**src/rtl/sst_pkg.sv**
```systemverilog
// Package: shared widths, status codes and controller/datapath interface types.
`default_nettype none

package sst_pkg;

    localparam int KEY_W    = 32;
    localparam int AMT_W    = 16;
    localparam int CNT_W    = 31;
    localparam int STAT_W   = 2;
    localparam int IDX_O_W  = 4;

    localparam logic [CNT_W-1:0] COUNT_MAX = {CNT_W{1'b1}};

    typedef logic [STAT_W-1:0] t_status;

    localparam t_status ST_DONE      = 2'd0;
    localparam t_status ST_INVALID   = 2'd1;
    localparam t_status ST_FULL      = 2'd2;
    localparam t_status ST_NOT_FOUND = 2'd3;

    // Controller to datapath commands
    typedef struct packed {
        logic load;    // latch the request, rewind the scan
        logic issue;   // read one slot, advance the address
        logic finish;  // apply the update, register the result
    } t_sst_cmd;

    // Datapath to controller status
    typedef struct packed {
        logic last_addr;  // scan address points at the final slot
    } t_sst_stat;

endpackage

`default_nettype wire

```
**src/rtl/stacking_slot_table_core.sv**
```systemverilog
// Top level: slot table keeping a key and a saturating count per slot.
`default_nettype none

// Usage
//   Request channel: drive i_action, i_item_key and i_amount with start high;
//   the beat is taken at a rising edge where start is high and busy is low.
//   Inputs are latched at that edge and need not be held afterwards.
//   Result channel: o_status, o_slot_index and o_new_count are valid for
//   exactly one cycle while o_done is high. The receiver cannot stall, so
//   capture the beat in that cycle.
// Timing
//   Every request scans all SLOTS entries through the single read port of
//   the slot memory, one entry a cycle, then does the last compare in the
//   drain state and the update in the finish state. busy is high through
//   scan, drain and finish, and o_done is registered from finish; a new
//   request may be taken in the cycle the result is shown, not before.
//   Rejected requests take the same time.
// Reset
//   Synchronous, active low. All slots read as empty at once after reset
//   (one valid flop per slot), so no clearing pass is needed; busy and
//   o_done are low.

module stacking_slot_table_core #(
    parameter int SLOTS = 16
) (
    input  wire                           i_clk,
    input  wire                           i_rst_n,
    input  wire                           start,
    output logic                          busy,
    input  wire                           i_action,
    input  wire  [sst_pkg::KEY_W-1:0]     i_item_key,
    input  wire  [sst_pkg::AMT_W-1:0]     i_amount,
    output logic                          o_done,
    output logic [sst_pkg::STAT_W-1:0]    o_status,
    output logic [sst_pkg::IDX_O_W-1:0]   o_slot_index,
    output logic [sst_pkg::CNT_W-1:0]     o_new_count
);
    import sst_pkg::*;

    t_sst_cmd  cmd;
    t_sst_stat stat;

    // Sequence each request: idle, scan, drain the read pipe, update.
    sst_ctrl u_ctrl (
        .i_clk   (i_clk),
        .i_rst_n (i_rst_n),
        .i_start (start),
        .i_stat  (stat),
        .o_cmd   (cmd),
        .o_busy  (busy)
    );

    // Hold the slots, search for the key and the first free slot, apply
    // the add or remove and register the result beat.
    sst_datapath #(
        .SLOTS (SLOTS)
    ) u_dp (
        .i_clk        (i_clk),
        .i_rst_n      (i_rst_n),
        .i_cmd        (cmd),
        .o_stat       (stat),
        .i_action     (i_action),
        .i_item_key   (i_item_key),
        .i_amount     (i_amount),
        .o_done       (o_done),
        .o_status     (o_status),
        .o_slot_index (o_slot_index),
        .o_new_count  (o_new_count)
    );

endmodule

`default_nettype wire

```
**src/rtl/sst_ctrl.sv**
```systemverilog
// Controller: request sequencing state machine for the slot table.
`default_nettype none

module sst_ctrl (
    input  wire                 i_clk,
    input  wire                 i_rst_n,
    input  wire                 i_start,
    input  sst_pkg::t_sst_stat  i_stat,
    output sst_pkg::t_sst_cmd   o_cmd,
    output logic                o_busy
);
    import sst_pkg::*;

    localparam logic [1:0] S_IDLE   = 2'd0;
    localparam logic [1:0] S_SCAN   = 2'd1;
    localparam logic [1:0] S_DRAIN  = 2'd2;
    localparam logic [1:0] S_FINISH = 2'd3;

    logic [1:0] r_state;
    logic [1:0] n_state;

    always_comb begin
        n_state = r_state;
        o_cmd   = '0;
        unique case (r_state)
            S_IDLE: begin
                if (i_start) begin
                    o_cmd.load = 1'b1;
                    n_state    = S_SCAN;
                end
            end
            S_SCAN: begin
                o_cmd.issue = 1'b1;
                if (i_stat.last_addr) begin
                    n_state = S_DRAIN;
                end
            end
            S_DRAIN: begin
                n_state = S_FINISH;
            end
            S_FINISH: begin
                o_cmd.finish = 1'b1;
                n_state      = S_IDLE;
            end
            default: begin
                n_state = S_IDLE;
            end
        endcase
    end

    always_ff @(posedge i_clk) begin
        if (!i_rst_n) begin
            r_state <= S_IDLE;
        end else begin
            r_state <= n_state;
        end
    end

    assign o_busy = (r_state != S_IDLE);

    a_accept_busy: assert property (@(posedge i_clk) disable iff (!i_rst_n)
        (i_start && !o_busy) |=> o_busy)
        else $error("accepted beat did not raise busy");

    a_finish_idle: assert property (@(posedge i_clk) disable iff (!i_rst_n)
        o_cmd.finish |=> !o_busy)
        else $error("finish not followed by idle");

    a_cmd_excl: assert property (@(posedge i_clk) disable iff (!i_rst_n)
        $onehot0({o_cmd.load, o_cmd.issue, o_cmd.finish}))
        else $error("overlapping datapath commands");

endmodule

`default_nettype wire

```
**src/rtl/sst_datapath.sv**
```systemverilog
// Datapath: slot memory, scan compare, update arithmetic and result registers.
`default_nettype none

module sst_datapath #(
    parameter int SLOTS = 16
) (
    input  wire                           i_clk,
    input  wire                           i_rst_n,
    input  sst_pkg::t_sst_cmd             i_cmd,
    output sst_pkg::t_sst_stat            o_stat,
    input  wire                           i_action,
    input  wire  [sst_pkg::KEY_W-1:0]     i_item_key,
    input  wire  [sst_pkg::AMT_W-1:0]     i_amount,
    output logic                          o_done,
    output logic [sst_pkg::STAT_W-1:0]    o_status,
    output logic [sst_pkg::IDX_O_W-1:0]   o_slot_index,
    output logic [sst_pkg::CNT_W-1:0]     o_new_count
);
    import sst_pkg::*;

    localparam int IW = (SLOTS > 1) ? $clog2(SLOTS) : 1;

    // slot store: key in the upper bits, count in the lower
    logic [KEY_W+CNT_W-1:0] mem [SLOTS];
    logic [SLOTS-1:0]       r_valid;

    logic                   r_action;
    logic [KEY_W-1:0]       r_key;
    logic [AMT_W-1:0]       r_amount;

    logic [IW-1:0]          r_addr;
    logic                   r_cmp_en;
    logic [IW-1:0]          r_cmp_idx;
    logic [KEY_W+CNT_W-1:0] r_rd_word;
    logic                   r_rd_vld;

    logic                   r_match;
    logic [IW-1:0]          r_match_idx;
    logic [CNT_W-1:0]       r_match_cnt;
    logic                   r_empty;
    logic [IW-1:0]          r_empty_idx;

    logic                   r_done;

    logic [KEY_W-1:0]       rd_key;
    logic [CNT_W-1:0]       rd_cnt;

    logic [CNT_W:0]         sum;
    logic [CNT_W-1:0]       sat_sum;
    logic                   wr_en;
    logic [IW-1:0]          wr_idx;
    logic [KEY_W-1:0]       wr_key;
    logic [CNT_W-1:0]       wr_cnt;
    t_status                res_status;
    logic [IW-1:0]          res_idx;
    logic [IW+IDX_O_W-1:0]  res_idx_ext;

    assign o_stat.last_addr = (r_addr == IW'(SLOTS - 1));

    // an entry never written reads as empty
    assign rd_key = r_rd_vld ? r_rd_word[KEY_W+CNT_W-1:CNT_W] : '0;
    assign rd_cnt = r_rd_vld ? r_rd_word[CNT_W-1:0] : '0;

    assign sum     = {1'b0, r_match_cnt} + (CNT_W+1)'(r_amount);
    assign sat_sum = (sum > {1'b0, COUNT_MAX}) ? COUNT_MAX : sum[CNT_W-1:0];

    always_comb begin
        wr_en      = 1'b0;
        wr_idx     = r_match_idx;
        wr_key     = r_key;
        wr_cnt     = '0;
        res_status = ST_INVALID;
        res_idx    = '0;
        priority if (r_key == '0 || r_amount == '0) begin
            res_status = ST_INVALID;
        end else if (!r_action) begin
            if (r_match) begin
                wr_en      = 1'b1;
                wr_cnt     = sat_sum;
                res_status = ST_DONE;
                res_idx    = r_match_idx;
            end else if (r_empty) begin
                wr_en      = 1'b1;
                wr_idx     = r_empty_idx;
                wr_cnt     = CNT_W'(r_amount);
                res_status = ST_DONE;
                res_idx    = r_empty_idx;
            end else begin
                res_status = ST_FULL;
            end
        end else begin
            if (r_match) begin
                wr_en      = 1'b1;
                res_status = ST_DONE;
                res_idx    = r_match_idx;
                if (r_match_cnt > CNT_W'(r_amount)) begin
                    wr_cnt = r_match_cnt - CNT_W'(r_amount);
                end else begin
                    wr_key = '0;
                    wr_cnt = '0;
                end
            end else begin
                res_status = ST_NOT_FOUND;
            end
        end
    end

    assign res_idx_ext = {{IDX_O_W{1'b0}}, res_idx};

    // memory port: one read per scan step, one write at finish
    always_ff @(posedge i_clk) begin
        if (i_cmd.issue) begin
            r_rd_word <= mem[r_addr];
            r_rd_vld  <= r_valid[r_addr];
        end
        if (i_cmd.finish && wr_en) begin
            mem[wr_idx] <= {wr_key, wr_cnt};
        end
    end

    always_ff @(posedge i_clk) begin
        if (!i_rst_n) begin
            r_valid <= '0;
        end else if (i_cmd.finish && wr_en) begin
            r_valid[wr_idx] <= 1'b1;
        end
    end

    // request latch and scan address
    always_ff @(posedge i_clk) begin
        if (i_cmd.load) begin
            r_action <= i_action;
            r_key    <= i_item_key;
            r_amount <= i_amount;
            r_addr   <= '0;
        end else if (i_cmd.issue) begin
            r_addr   <= r_addr + 1'b1;
        end
        if (i_cmd.issue) begin
            r_cmp_idx <= r_addr;
        end
    end

    always_ff @(posedge i_clk) begin
        if (!i_rst_n) begin
            r_cmp_en <= 1'b0;
            r_match  <= 1'b0;
            r_empty  <= 1'b0;
            r_done   <= 1'b0;
        end else begin
            r_cmp_en <= i_cmd.issue;
            r_done   <= i_cmd.finish;
            if (i_cmd.load) begin
                r_match <= 1'b0;
                r_empty <= 1'b0;
            end else if (r_cmp_en) begin
                // keep the lowest index for both searches
                if (!r_match && rd_key == r_key) begin
                    r_match <= 1'b1;
                end
                if (!r_empty && rd_key == '0) begin
                    r_empty <= 1'b1;
                end
            end
        end
    end

    always_ff @(posedge i_clk) begin
        if (r_cmp_en && !i_cmd.load) begin
            if (!r_match && rd_key == r_key) begin
                r_match_idx <= r_cmp_idx;
                r_match_cnt <= rd_cnt;
            end
            if (!r_empty && rd_key == '0) begin
                r_empty_idx <= r_cmp_idx;
            end
        end
    end

    always_ff @(posedge i_clk) begin
        if (i_cmd.finish) begin
            o_status     <= res_status;
            o_slot_index <= res_idx_ext[IDX_O_W-1:0];
            o_new_count  <= wr_cnt;
        end
    end

    assign o_done = r_done;

    a_done_pulse: assert property (@(posedge i_clk) disable iff (!i_rst_n)
        o_done |=> !o_done)
        else $error("result strobe held for more than one cycle");

    a_done_after_finish: assert property (@(posedge i_clk) disable iff (!i_rst_n)
        i_cmd.finish |=> o_done)
        else $error("finish not followed by a result strobe");

    a_fail_zero_fields: assert property (@(posedge i_clk) disable iff (!i_rst_n)
        (o_done && o_status != ST_DONE) |-> (o_slot_index == '0 && o_new_count == '0))
        else $error("failed request returned a non-zero slot or count");

endmodule

`default_nettype wire

```
**config.mk**
```make
export PLATFORM = sky130hd
export DESIGN_NAME = stacking_slot_table_core
export DESIGN_NICKNAME = d
export VERILOG_FILES = /design/src/rtl/sst_pkg.sv /design/src/rtl/stacking_slot_table_core.sv /design/src/rtl/sst_ctrl.sv /design/src/rtl/sst_datapath.sv
export SDC_FILE = /design/constraint.sdc
export NUM_CORES = 1
export LEC_CHECK = 0
export BUFFER_PORTS_ARGS = -buffer_cell sky130_fd_sc_hd__buf_2
export CAP_MARGIN = 20
export CORE_ASPECT_RATIO = 1.75
export CORE_MARGIN = 10
export CORE_UTILIZATION = 40
export CTS_CLUSTER_DIAMETER = 80
export DETAILED_ROUTE_END_ITERATION = 10
export GPL_TIMING_DRIVEN = 0
export SLEW_MARGIN = 10
export SYNTH_ARGS = -nofsm -noshare
export SYNTH_HDL_FRONTEND = slang
export SYNTH_SLANG_ARGS = --single-unit
```
**constraint.sdc**
```tcl
create_clock -name i_clk -period 11.05 [get_ports i_clk]
set_input_delay 1.105 -clock i_clk [delete_from_list [all_inputs] [get_ports i_clk]]
set_output_delay 1.105 -clock i_clk [all_outputs]
set_load 0.01 [all_outputs]
```
==> out/metrics.csv <==
stage;metric;value;unit
status;status;finished clean;
routing;DR WL met2;68200;um
cells_and_area;Area growth, synth to finish;16.7;%
floorplanning;Initial Util;40.2;%
clock_tree;cts hold-fix bufs;0;
min_path;cell depth of the worst hold path;0;
clock_tree;PostCTS Resize Cnt;0;
sta;Max Clock Skew;0.0338;ns
logic_synthesis;Seq cells post-synth;1227;
logic_synthesis;Post-Syn Area;49100;um2
global_routing;grt ovf;0;
worst_setup_path;critical path peak fanout;16;
power;Pwr Density;214;nW/um2
routing;DR vias;25700;
clock_tree;Clock Sinks;1227;
sta;Peak Freq;0.184;GHz
place;port buffer count;90;
min_path;worst hold path class;register to register;
routing;# DRC;0;
clock_tree;Clk pin slew, worst setup/hold paths;0.07;ns
logic_synthesis;post-synthesis sequential area ratio;74.5;%
sta;Pins Over Slew Limit;0;
logic_synthesis;library cells used by synthesis;80;
floorplanning;Core Area;122000;um2
sta;Hold Slack;0.443;ns
sta;fin worst setup slack;5.60;ns
logic_synthesis;Synth Instances;2441;
place;RD Place Congestion;0.949;
sta;slew margin rel.;22.7;%
clock_tree;cts bufs inserted;108;
sta;RSZ-0062 raised after global routing;false;
global_routing;largest net degree at the start of global routing;57;
global_routing;number of global-route vias before repair;27100;
place;pre-CTS WS;5.44;ns
global_routing;initial antenna violation count;4;
global_routing;GRT Overall Usage;18.8;%
floorplanning;I/O pin count;91;
logic_synthesis;Mapped Nets;2533;
sta;Setup TNS;0;ns
clock_tree;Post-CTS Setup Bufs;0;
floorplanning;Die Y;484;um
routing;Routed wire per std cell;29.2;um
power;VDD IR-drop max;0.139;mV
sta;Tmin final;5.45;ns
sta;Tcrit/Tclk final;49.3;%
run;max cap viols;0;
place;dpl hpwl;88600;um
clock_tree;CTS H-tree lvls;3;
logic_synthesis;Synth Area per Inst;20.1;um2
routing;WL final;131000;um
routing;Top Layer Used;met4;
routing;DR vias/cell;5.73;
routing;TritonRoute pass-1 iters;5;
worst_setup_path;Worst Path Arrival;5.81;ns
cells_and_area;nets;2845;
clock_tree;Skew-Pair Late Insertion Delay;0.74;ns
clock_tree;Clock Tree Root;clkbuf_16;
global_routing;first-pass GRT wire length;190000;um
cells_and_area;share of cells above drive strength 1;26.9;%
worst_setup_path;Worst Setup End Kind;register;
cells_and_area;Fillers;10100;
logic_synthesis;FFs w/ async S/R, synth;0;%
clock_tree;clk buf depth;3;
power;P_leak;17.8;nW
power;Pwr Total;12.2;mW
worst_setup_path;reg2reg path depth;11;
cells_and_area;final core occ;46.9;%
routing;antenna-violating nets left;0;
routing;metal1 wirelength;49700;um
sta;final hold violation count;0;
clock_tree;TritonCTS clock tree;yes;
logic_synthesis;ys flop type;edfxtp_1;
sta;Worst Tran Pin Value;1.16;ns
floorplanning;die area;138000;um2
worst_setup_path;CP required;11.41;ns
floorplanning;die width;285;um
worst_setup_path;Critical Path Start Type;register;
sta;final setup violation count;0;
worst_setup_path;Setup CP Type;register to register;
logic_synthesis;Post-synth EDFFs;1201;
routing;met3 WL;7120;um
routing;Iter 0 DRT Violations;2762;
logic_synthesis;YS warnings;0;
floorplanning;Rows;170;
[registers in the layout, indices dropped and copies added, names as in the netlist, 2 cells and up]
signal             count
u_dp.o_status          2
u_dp.o_slot_index      4
u_dp.r_rd_word        63
u_dp.o_new_count      31
u_dp.r_match_cnt      31
u_dp.r_amount         16
u_dp.r_valid          16
u_dp.r_empty_idx       4
u_ctrl.r_state         2
u_dp.r_match_idx       4
u_dp.r_cmp_idx         4
u_dp.r_key            32
u_dp.mem            1008
u_dp.r_addr            4
[Yosys cell counts, drive strengths merged (15+ instances only)]
library cell | n | area (um2)
edfxtp | 1201 | 36100
mux4 | 320 | 7210
nor2 | 109 | 409
clkbuf | 76 | 285
nand2 | 71 | 269
o21ai | 57 | 285
inv | 48 | 180
and2 | 46 | 288
a21oi | 45 | 248
buf | 42 | 179
ha | 38 | 475
nor2b | 33 | 206
nor4 | 32 | 221
dfxtp | 26 | 521
nand3 | 26 | 130
nor3 | 20 | 110
xnor2 | 19 | 166
nand4 | 15 | 93.8
[logic make-up after synthesis]
| kind of cell | share of synthesized area, % |
|---|---|
| flip-flops | 74.5 |
| AND/OR/NAND/NOR | 4.49 |
| multiplexers | 14.8 |
| AO/OA/AOI/OAI | 3.39 |
| buffers and inverters | 1.31 |
| adder cells (fa/ha/maj) | 1.05 |
| XOR/XNOR | 0.499 |
[per-stage QoR]
step | cells | instance area (um2)
2_1_floorplan | 2441 | 49100
3_3_place_gp | 4165 | 51600
3_5_place_dp | 4250 | 53300
4_1_cts | 4452 | 57000
5_1_grt | 4480 | 57300
6_report | 4481 | 57300
[path summary, 6_finish.rpt]
check                                       start           endpoint  slack [ns]
worst max-delay path            u_dp.r_amount[13]    u_dp.mem[2][42]        5.60
worst min-delay path               u_dp.r_addr[1]  u_dp.r_cmp_idx[1]        0.44
worst max register to register  u_dp.r_amount[13]    u_dp.mem[2][42]        5.60
worst min register to register     u_dp.r_addr[1]  u_dp.r_cmp_idx[1]        0.44
[worst max-delay path, cell delays in order, from the launching register on]
cell	delay, ns
edfxtp_1	0.54
inv_1	0.08
ha_1	0.34
clkbuf_1	0.37
nand2_1	0.13
nor2_1	0.42
o211ai_1	0.39
a31oi_1	0.69
a21oi_1	0.30
and3_1	0.43
clkbuf_1	0.43
nor2b_1	0.93
[where the power goes]
part	switching, mW	leakage, nW	total [mW]	internal [mW]
clock network	1.71	1.78	3.93	2.22
registers	0.189	11.1	5.67	5.48
logic	1.44	4.95	2.65	1.21
[layout make-up]
| class | instances | area [um2] | area share [%] |
|---|---|---|---|
| antenna | 2 | 5.00 | 0.00873 |
| buffer | 118 | 468 | 0.816 |
| clock buffer | 132 | 2920 | 5.09 |
| clock inverter | 70 | 748 | 1.31 |
| inverter | 48 | 180 | 0.314 |
| multi-input combinational | 1048 | 12100 | 21.2 |
| sequential | 1227 | 36600 | 63.8 |
| tap | 1634 | 2040 | 3.57 |
| timing repair buffer | 202 | 2240 | 3.91 |
[placed cells by master, fill, tap and decap left out, types with 25 or more instances in the layout]
cell type  instances
clkbuf_1          92
a21oi_1           39
inv_1             48
buf_2            105
nand3_1           26
edfxtp_1        1201
mux4_2           320
clkbuf_16        113
nor2b_1           33
buf_4             25
ha_1              36
nor4_1            29
and2_1            46
nor2_1            93
dfxtp_1           26
buf_12            36
nand2_1           70
o21ai_0           52
buf_1             30
[per-layer routing]
layer | vias to the layer above | track usage, %
li1 | 10700 | -
met1 | 13600 | 22.8
met4 | 0 | 9.28
met3 | 282 | 2.24
met5 | - | 0
met2 | 1040 | 32.9
No activity file was read; power rests on OpenSTA's default activity.
